### src/hw/rtl/rd_pkg.sv
`timescale 1ns / 1ps
package rd_pkg;

  localparam logic [23:0] DIST_MAX = 24'hFFFFFF;
  localparam logic signed [32:0] PI_Q28 = 33'sd843314857;
  localparam logic [31:0] DEG_PER_RAD_Q24 = 32'd961263669;
  localparam logic signed [37:0] ONE_Q28 = 38'sd268435456;
  localparam logic signed [37:0] ONE_Q30 = 38'sd1073741824;
  localparam logic [61:0] ROUND_HALF = 62'h8_0000_0000;

  localparam logic [1:0] OUT_ZERO = 2'd0;
  localparam logic [1:0] OUT_CHORD = 2'd1;
  localparam logic [1:0] OUT_ANGLE = 2'd2;

  typedef struct packed {
    logic load_in;
    logic pair_load;
    logic mac;
    logic mac_first;
    logic [1:0] col;
    logic c_calc;
    logic h_mul;
    logic h_add;
    logic [2:0] coef_idx;
    logic sq_load;
    logic sq_angle;
    logic sq_step;
    logic r_mul;
    logic r_adj;
    logic d_mul;
    logic out_load;
    logic [1:0] out_sel;
  } rd_cmd_t;

  function automatic logic signed [31:0] acos_coef(input logic [2:0] idx);
    logic signed [31:0] c;
    case (idx)
      3'd0: c = 32'sd421657422;
      3'd1: c = -32'sd57605927;
      3'd2: c = 32'sd23885115;
      3'd3: c = -32'sd13468562;
      3'd4: c = 32'sd8292476;
      3'd5: c = -32'sd4587059;
      3'd6: c = 32'sd1790489;
      default: c = -32'sd338897;
    endcase
    return c;
  endfunction

endpackage

### src/hw/rtl/rd_ctrl.sv
`timescale 1ns / 1ps
module rd_ctrl (
  input  logic           clk,
  input  logic           rst,
  input  logic           in_valid,
  output logic           in_ready,
  output logic           out_valid,
  input  logic           out_ready,
  input  logic           cfg_we,
  input  logic           cfg_wdata,
  input  logic           pair_flag,
  output rd_pkg::rd_cmd_t cmd
);

  localparam logic [3:0] S_IDLE = 4'd0;
  localparam logic [3:0] S_MAC  = 4'd1;
  localparam logic [3:0] S_CALC = 4'd2;
  localparam logic [3:0] S_HMUL = 4'd3;
  localparam logic [3:0] S_HADD = 4'd4;
  localparam logic [3:0] S_SQLD = 4'd5;
  localparam logic [3:0] S_SQRT = 4'd6;
  localparam logic [3:0] S_RMUL = 4'd7;
  localparam logic [3:0] S_RADJ = 4'd8;
  localparam logic [3:0] S_DMUL = 4'd9;
  localparam logic [3:0] S_FIN  = 4'd10;

  logic [3:0] state, state_next;
  logic [4:0] cnt, cnt_next;
  logic [1:0] row_index, row_index_next;
  logic       metric_mode;
  logic       out_valid_next;

  always_ff @(posedge clk) begin
    if (rst) begin
      state       <= S_IDLE;
      cnt         <= '0;
      row_index   <= '0;
      metric_mode <= 1'b0;
      out_valid   <= 1'b0;
    end else begin
      state     <= state_next;
      cnt       <= cnt_next;
      row_index <= row_index_next;
      out_valid <= out_valid_next;
      if (cfg_we) begin
        metric_mode <= cfg_wdata;
      end
    end
  end

  always_comb begin
    state_next     = state;
    cnt_next       = cnt;
    row_index_next = row_index;
    cmd            = '0;
    in_ready       = 1'b0;
    unique case (state)
      S_IDLE: begin
        in_ready = 1'b1;
        if (in_valid) begin
          cmd.load_in   = 1'b1;
          cmd.pair_load = (row_index != 2'd1) && (row_index != 2'd2);
          cnt_next      = '0;
          state_next    = S_MAC;
        end
      end
      S_MAC: begin
        cmd.mac       = 1'b1;
        cmd.col       = cnt[1:0];
        cmd.mac_first = (row_index != 2'd1) && (row_index != 2'd2) && (cnt == 5'd0);
        cnt_next      = cnt + 5'd1;
        if (cnt == 5'd2) begin
          if (row_index == 2'd2) begin
            row_index_next = 2'd0;
            if (!pair_flag) begin
              state_next = S_FIN;
            end else if (metric_mode) begin
              state_next = S_CALC;
            end else begin
              state_next = S_SQLD;
            end
          end else if (row_index == 2'd1) begin
            row_index_next = 2'd2;
            state_next     = S_IDLE;
          end else begin
            row_index_next = 2'd1;
            state_next     = S_IDLE;
          end
        end
      end
      S_CALC: begin
        cmd.c_calc = 1'b1;
        cnt_next   = 5'd6;
        state_next = S_HMUL;
      end
      S_HMUL: begin
        cmd.h_mul  = 1'b1;
        state_next = S_HADD;
      end
      S_HADD: begin
        cmd.h_add    = 1'b1;
        cmd.coef_idx = cnt[2:0];
        if (cnt == 5'd0) begin
          state_next = S_SQLD;
        end else begin
          cnt_next   = cnt - 5'd1;
          state_next = S_HMUL;
        end
      end
      S_SQLD: begin
        cmd.sq_load  = 1'b1;
        cmd.sq_angle = metric_mode;
        cnt_next     = '0;
        state_next   = S_SQRT;
      end
      S_SQRT: begin
        cmd.sq_step = 1'b1;
        cnt_next    = cnt + 5'd1;
        if (cnt == 5'd31) begin
          state_next = metric_mode ? S_RMUL : S_FIN;
        end
      end
      S_RMUL: begin
        cmd.r_mul  = 1'b1;
        state_next = S_RADJ;
      end
      S_RADJ: begin
        cmd.r_adj  = 1'b1;
        state_next = S_DMUL;
      end
      S_DMUL: begin
        cmd.d_mul  = 1'b1;
        state_next = S_FIN;
      end
      S_FIN: begin
        cmd.out_sel = !pair_flag ? rd_pkg::OUT_ZERO :
                      (metric_mode ? rd_pkg::OUT_ANGLE : rd_pkg::OUT_CHORD);
        if (!out_valid || out_ready) begin
          cmd.out_load = 1'b1;
          state_next   = S_IDLE;
        end
      end
      default: begin
        state_next = S_IDLE;
      end
    endcase
  end

  always_comb begin
    if (cmd.out_load) begin
      out_valid_next = 1'b1;
    end else if (out_ready) begin
      out_valid_next = 1'b0;
    end else begin
      out_valid_next = out_valid;
    end
  end

`ifndef ASSERT_OFF
  a_no_overwrite: assert property (@(posedge clk) disable iff (rst)
    cmd.out_load |-> (!out_valid || out_ready))
    else $error("result overwritten");

  a_row_range: assert property (@(posedge clk) disable iff (rst)
    row_index != 2'd3)
    else $error("row index out of range");

  a_third_row_busy: assert property (@(posedge clk) disable iff (rst)
    (state == S_MAC && cnt == 5'd2 && row_index == 2'd2) |=> !in_ready)
    else $error("input taken before result formed");

  a_hold_result: assert property (@(posedge clk) disable iff (rst)
    (out_valid && !out_ready) |=> out_valid)
    else $error("result dropped");
`endif

endmodule

### config.mk
export PLATFORM = sky130hd
export DESIGN_NAME = rd_ctrl
export DESIGN_NICKNAME = d
export VERILOG_FILES = /design/src/hw/rtl/rd_pkg.sv /design/src/hw/rtl/rd_ctrl.sv
export SDC_FILE = /design/constraint.sdc
export NUM_CORES = 1
export LEC_CHECK = 0
export ABC_AREA = 0
export ABC_CLOCK_PERIOD_IN_PS = 4070
export BUFFER_PORTS_ARGS = -buffer_cell sky130_fd_sc_hd__buf_4
export CAP_MARGIN = 20
export CORE_UTILIZATION = 45
export DETAILED_ROUTE_END_ITERATION = 8
export PLACE_DENSITY = 0.67
export SYNTH_ARGS = -nofsm -noshare
export SYNTH_HDL_FRONTEND = slang
export SYNTH_SLANG_ARGS = --single-unit
### constraint.sdc
create_clock -name clk -period 4.07 [get_ports clk]
set_input_delay 0 -clock clk [delete_from_list [all_inputs] [get_ports clk]]
set_output_delay 0 -clock clk [all_outputs]
set_load 0.05 [all_outputs]
=== Word level (Yosys, flattened, before mapping) ===
Index checks and enable logic that the tools add are counted.

* Register bits: 13
* Latch bits: 0
* RAM bits: 0
* Memory bits (read-only): 0
* Input port bits: 7
* Word-level logic and storage cells: 73
* Memories kept: 0

* $add $sub $neg: 2
* Multiply operators: 0
* Div/mod/pow operators: 0
* Order comparisons: 0
* Equal/unequal tests: 21
* Shift-type cells: 0
* Muxes and demuxes: 33
* Bitwise gates (word level): 0
* Reduce and logical (&&, ||, !) cells: 12

{| class="wikitable"
|+ Operators with widths
! operator !! number
|-
| $pmux W4 S11 || 1
|-
| $mux W4 || 9
|-
| $pmux W5 S5 || 1
|-
| $eq A4 B3 Y1 const B || 4
|-
| $mux W2 || 7
|-
| $eq A4 B4 Y1 const B || 3
|-
| $ne A2 B2 Y1 const B || 6
|-
| $mux W1 || 10
|-
| $mux W5 || 2
|-
| $mux W3 || 3
|-
| $eq A4 B2 Y1 const B || 2
|-
| $add A5 B1 Y5 const B || 1
|-
| $eq A5 B2 Y1 const B || 1
|-
| $eq A5 B5 Y1 const B || 1
|-
| $logic_not A5 Y1 || 1
|-
| $reduce_bool A5 Y1 || 1
|-
| $sub A5 B1 Y5 const B || 1
|-
| $eq A4 B1 Y1 const B || 1
|-
| $logic_not A4 Y1 || 1
|-
| $reduce_and A4 Y1 || 1
|-
| $reduce_and A3 Y1 || 1
|-
| $eq A2 B1 Y1 const B || 1
|-
| $eq A2 B2 Y1 const B || 1
|-
| $logic_and A1 B1 Y1 || 2
|-
| 6 further kinds || 6
|}

=== Longest topological paths before layout ===
* Depth in word-level cells: 5
* Depth in mapped cells: 10

=== Least setup slack after synthesis ===
Ideal clock, no wire load.

* Kind: reg-to-reg
* From: reg state[2]
* To: reg cnt[4]
* Arrival time: 2,267 ps
* Slack: 1,700 ps
* Stages on the path, launching flop included: 11
* Buffers on the path: 1
* Path through: dfxtp_1 -> nor4bb_1 -> buf_2 -> nor2_1 -> xnor2_1 -> ha_1 -> nor3_1 -> nor2_1 -> o21ai_1 -> nor4bb_1 -> a2111oi_2

* Longest elaborated chain between the ends: 4
* Elaborated cells between the ends (all ways): 12
* Those cells by class: 7 x eq/ne; 1 x mux; 4 x reduce/logical

{| class="wikitable"
|+ RTL lines
! what !! line !! RTL
|-
| start, declared || rd_ctrl.sv:27 || <nowiki>logic [3:0] state, state_next;</nowiki>
|-
| start signal, assigned || rd_ctrl.sv:41 || <nowiki>state <= state_next;</nowiki>
|-
| $eq A4 B3 Y1 / $eq A4 B1 Y1 (equally long branches) || rd_ctrl.sv:57 || <nowiki>unique case (state)</nowiki>
|-
| $reduce_or A2 Y1 (no line) || - ||
|-
| $reduce_bool A5 Y1 (no line) || - ||
|-
| $reduce_and A3 Y1 (no line) || - ||
|-
| end signal, assigned || rd_ctrl.sv:42 || <nowiki>cnt <= cnt_next;</nowiki>
|-
| end, declared || rd_ctrl.sv:28 || <nowiki>logic [4:0] cnt, cnt_next;</nowiki>
|}

Parallel ways exist; a longest one is shown, timed or not.
A chain may end at the register's enable or synchronous reset.

=== Worst setup path after layout ===
* From: reg state[0]
* To: reg cnt[4]

Same word-level chain as after synthesis.

==> results by stage <==
Place:
- The number of cells in the design after placement is 198.
- Input and output buffers added on the ports amount to 29.
- The wire-length estimate of the detail-placed layout is 2090 um.
- Routability-driven placement finished with a final weighted congestion of 0.836.

Synth:
- Of the post-synthesis cell area, the dominant cell type holds 0.224.
- After synthesis the netlist holds a flip-flop and latch count of 13.
- The number of nets handed over by synthesis was 159.
- The sequential-to-total area share from yosys stat is 0.224.
- Dividing the synthesized area by the synthesized cell count gives 7.85 sq um.
- In the synthesized netlist the async set-or-reset flop fraction comes to 0.
- Ranked by total cell area, the synthesized netlist is headed by sky130_fd_sc_hd__dfxtp_1 22%, sky130_fd_sc_hd__nor2_1 6.5%, sky130_fd_sc_hd__ha_1 4.3%, sky130_fd_sc_hd__nor4b_4 4.1%, sky130_fd_sc_hd__o21ai_0 3.9%.
- The predominant post-synthesis flop cell is sky130_fd_sc_hd__dfxtp_1.
- In the synthesized netlist, the number of instances is 148.
- Sorting the synthesized cells by how often they occur yields 20 x sky130_fd_sc_hd__nor2_1, 13 x sky130_fd_sc_hd__dfxtp_1, 9 x sky130_fd_sc_hd__o21ai_0.
- The post-synth design cell area is 1160 sq um.
- The Yosys step of the flow raised 0 warnings.
- The number of distinct standard cells referenced by the synthesized netlist is 49.
- The count of flip-flops with a built-in enable after synthesis is 0.
- sky130_fd_sc_hd__nor2_1 is the most common cell in the netlist.
- The library cell with the largest summed area after synthesis is sky130_fd_sc_hd__dfxtp_1.

Drt:
- Across all layers, the routed design uses 1158 vias.
- After detailed routing, the number of remaining DRC violations is 0.
- The first-iteration detailed-routing DRC count is 42.
- Dividing the detail-routed wire length by the instance count gives 13.9 um.
- For this run, the detailed router's first-pass iteration total came to 4.
- The total routed wirelength is 2840 um.
- In the routed layout, each cell is associated on average with a via count of 5.68.
- The detail route stage leaves a number of antenna-violating nets equal to 0.

Worst setup path:
- The cell type group with the largest total delay on the critical path is simple AND/OR/NAND/NOR gates.
- The worst setup slack for register-to-register paths is 1.14 ns.
- The kind of end point of the critical path is a flop.
- At the worst endpoint, the arrival time is 3.10 ns.
- The data required time of the critical path is 4.24 ns.
- The signal on the critical path passes through nor4b_4 > nor2_1 > xnor2_1 > ha_1 > a31oi_1 > o21ai_0 > nor4bb_1 > a2111oi_2.
- The critical path contains buffers and inverters numbering 0 combined.
- The critical path launch point is state[0].
- The worst setup path is launched from a flop.
- The origin of the critical flop-to-flop path is state[0].
- The cell with the largest stage delay on the worst path is sky130_fd_sc_hd__dfxtp_1.
- The critical path in this run is classified as reg -> reg.
- The worst stage delay on the critical path is 0.70 ns.
- The critical-path maximum fanout is 16.

Clock network:
- The hold buffer count at CTS is 2.
- In this run the number of H-tree levels came out at 1.
- The clock passes through at most 2 buffers.
- The quantity of gates resized following cts is 0.
- The number of buffers created by CTS is 3.
- After clock tree synthesis, the setup repair step added 0 buffers.
- The insertion delay to the later sink of the worst-skew pair is 0.27 ns.
- The clock tree root buffer cell is sky130_fd_sc_hd__clkbuf_4.
- The clock transition time at the flip-flop clock pins of the worst setup and hold paths is 0.08 ns.
- The clock drives 13 sinks.
- TritonCTS built the clock tree.

Hold path:
- The start point of the worst min-delay path is rst.
- In this run the worst hold path is classified as in -> reg.

Die:
- Pin placement for this block handled 30 I/O pins.
- The vertical extent of the die is 52.8 um.
- The full die area is 2790 sq um.
- The floorplan step defined a core boundary enclosing 2450 sq um.
- The die is 52.8 um wide.
- The number of rows created at floorplan is 18.
- For this configuration, the core starts out at a cell density of 0.473.

Power and ir drop:
- The worst-case IR drop observed on VDD is 235 uV.
- The analysis attributes to cell leakage a power of 0.561 nW.
- The design draws 0.452 mW.
- The power per standard cell area is 320 nW/um^2.

Finish:
- The layout overhead on the synthesized area is 21.7%.
- The area occupied by registers is 260 sq um.
- For this run, the post-layout net count is 186.
- The share of the core filled with cells in the final layout is 0.576.
- The diode insertion count for antenna repair is 0.
- Summing all multi-input logic gate instances after layout gives 820 sq um.
- After filler insertion, the fill cell instance count of the layout stands at 236.
- In the final layout, the share of cells above drive strength 1 is 0.253.
- The finished layout holds 204 standard cells, fillers aside.

GRT:
- The total grt overflow is 0.
- In the global route stage, overall resource usage came out at 0.216.
- The first global-routing pass estimated 4390 um of wire.
- The via count of the first global-routing pass is 950.
- Entering global routing, the biggest net connects 18 pins.
- The initial antenna violation count is 0.

Timing:
- The highest clock rate is 341 MHz.
- Setup total negative slack on the finished layout was measured at 0 ns.
- The count of pins over their slew limit came to 0.
- The final-layout worst hold slack is 0.00640 ns.
- For the pin with the worst max-slew slack, the measured transition is 0.634 ns.
- Setup repair after global routing left no endpoint under its margin.
- The final hold violation count came to 0.
- Setup violations remaining at the end of the flow were counted as 0.
- Between clock sinks in the finished design, the worst skew comes to 0.000915 ns.
- The final worst-path cycle share is 0.720.
- The relative max-transition margin is 0.576.
- The routed design could run at a clock period as short as 2.93 ns.

Run:
- Max-cap violations in this run came to 0.

Run status:
- The run finished with clean final reports.
## routing by layer
metal  GRT usage  vias to the layer above  wire length [um]
li1            -                      590                 -
met1       0.306                      524              1370
met2       0.335                       42              1250
met3      0.0435                        2               200
met4      0.0395                        0                13
met5           0                        -                 0
## layout by cell type, fill, tap and decap left out, types with 2 or more instances in the layout
| cell | count |
|---|---|
| sky130_fd_sc_hd__buf_4 | 30 |
| sky130_fd_sc_hd__nor2_1 | 20 |
| sky130_fd_sc_hd__dfxtp_1 | 13 |
| sky130_fd_sc_hd__o21ai_0 | 9 |
| sky130_fd_sc_hd__nor3_1 | 8 |
| sky130_fd_sc_hd__a21oi_1 | 8 |
| sky130_fd_sc_hd__inv_1 | 7 |
| sky130_fd_sc_hd__nand2b_1 | 6 |
| sky130_fd_sc_hd__nor2b_1 | 6 |
| sky130_fd_sc_hd__nand2_1 | 5 |
| sky130_fd_sc_hd__and2_1 | 5 |
| sky130_fd_sc_hd__mux2i_1 | 4 |
| sky130_fd_sc_hd__ha_1 | 4 |
| sky130_fd_sc_hd__a31oi_1 | 3 |
| sky130_fd_sc_hd__clkbuf_4 | 3 |
| sky130_fd_sc_hd__nor4b_4 | 2 |
| sky130_fd_sc_hd__nor4bb_1 | 2 |
| sky130_fd_sc_hd__and3_1 | 2 |
| sky130_fd_sc_hd__and2_2 | 2 |
| sky130_fd_sc_hd__nand3_1 | 2 |
| sky130_fd_sc_hd__o21ai_1 | 2 |
| sky130_fd_sc_hd__a32oi_1 | 2 |
| sky130_fd_sc_hd__nand4b_1 | 2 |
| sky130_fd_sc_hd__dlygate4sd3_1 | 2 |
## worst paths after layout
kind	to	depth (start not counted)
hold reg to reg	row_index[0]	2
hold / removal	state[1]	2
setup reg to reg	cnt[4]	8
setup / recovery	cnt[4]	8
## stage by stage
stage / setup slack, ns / area (sq um)
2_1_floorplan: 1.70 / 1160
3_3_place_gp: 1.35 / 1370
3_5_place_dp: 1.20 / 1370
4_1_cts: 1.20 / 1420
5_1_grt: 0.882 / 1420
6_report: 1.14 / 1420
## cells by family (layout without fill, tap and decap cells)
family,after synthesis,count (layout),synth area share
buf+inv,17,43,0.0710
mux,4,4,0.0344
xor+xnor,1,1,0.00754
compound gates,36,36,0.216
flops,13,13,0.224
fa+ha+maj,5,5,0.0517
simple gates,72,72,0.395
## where the power goes
part	switching [mW]	total [mW]	internal (mW)	leakage, nW
logic	0.127	0.206	0.0789	0.440
clock network	0.0428	0.0807	0.0379	0.0150
registers	0.0281	0.166	0.138	0.106
total	0.198	0.452	0.254	0.561
## area by class of cell
type	instances	area share
clock buffers	4	0.0186
inverters	7	0.0186
multi-input cells	118	0.579
flip-flops and latches	13	0.184
well taps	30	0.0265
repair buffers	32	0.173
## state kept, by name, indices dropped and copies added, names as in the netlist
register and flops:
out_valid 1, row_index 2, cnt 5, state 4, metric_mode 1
No activity file was read; power rests on OpenSTA's default activity.
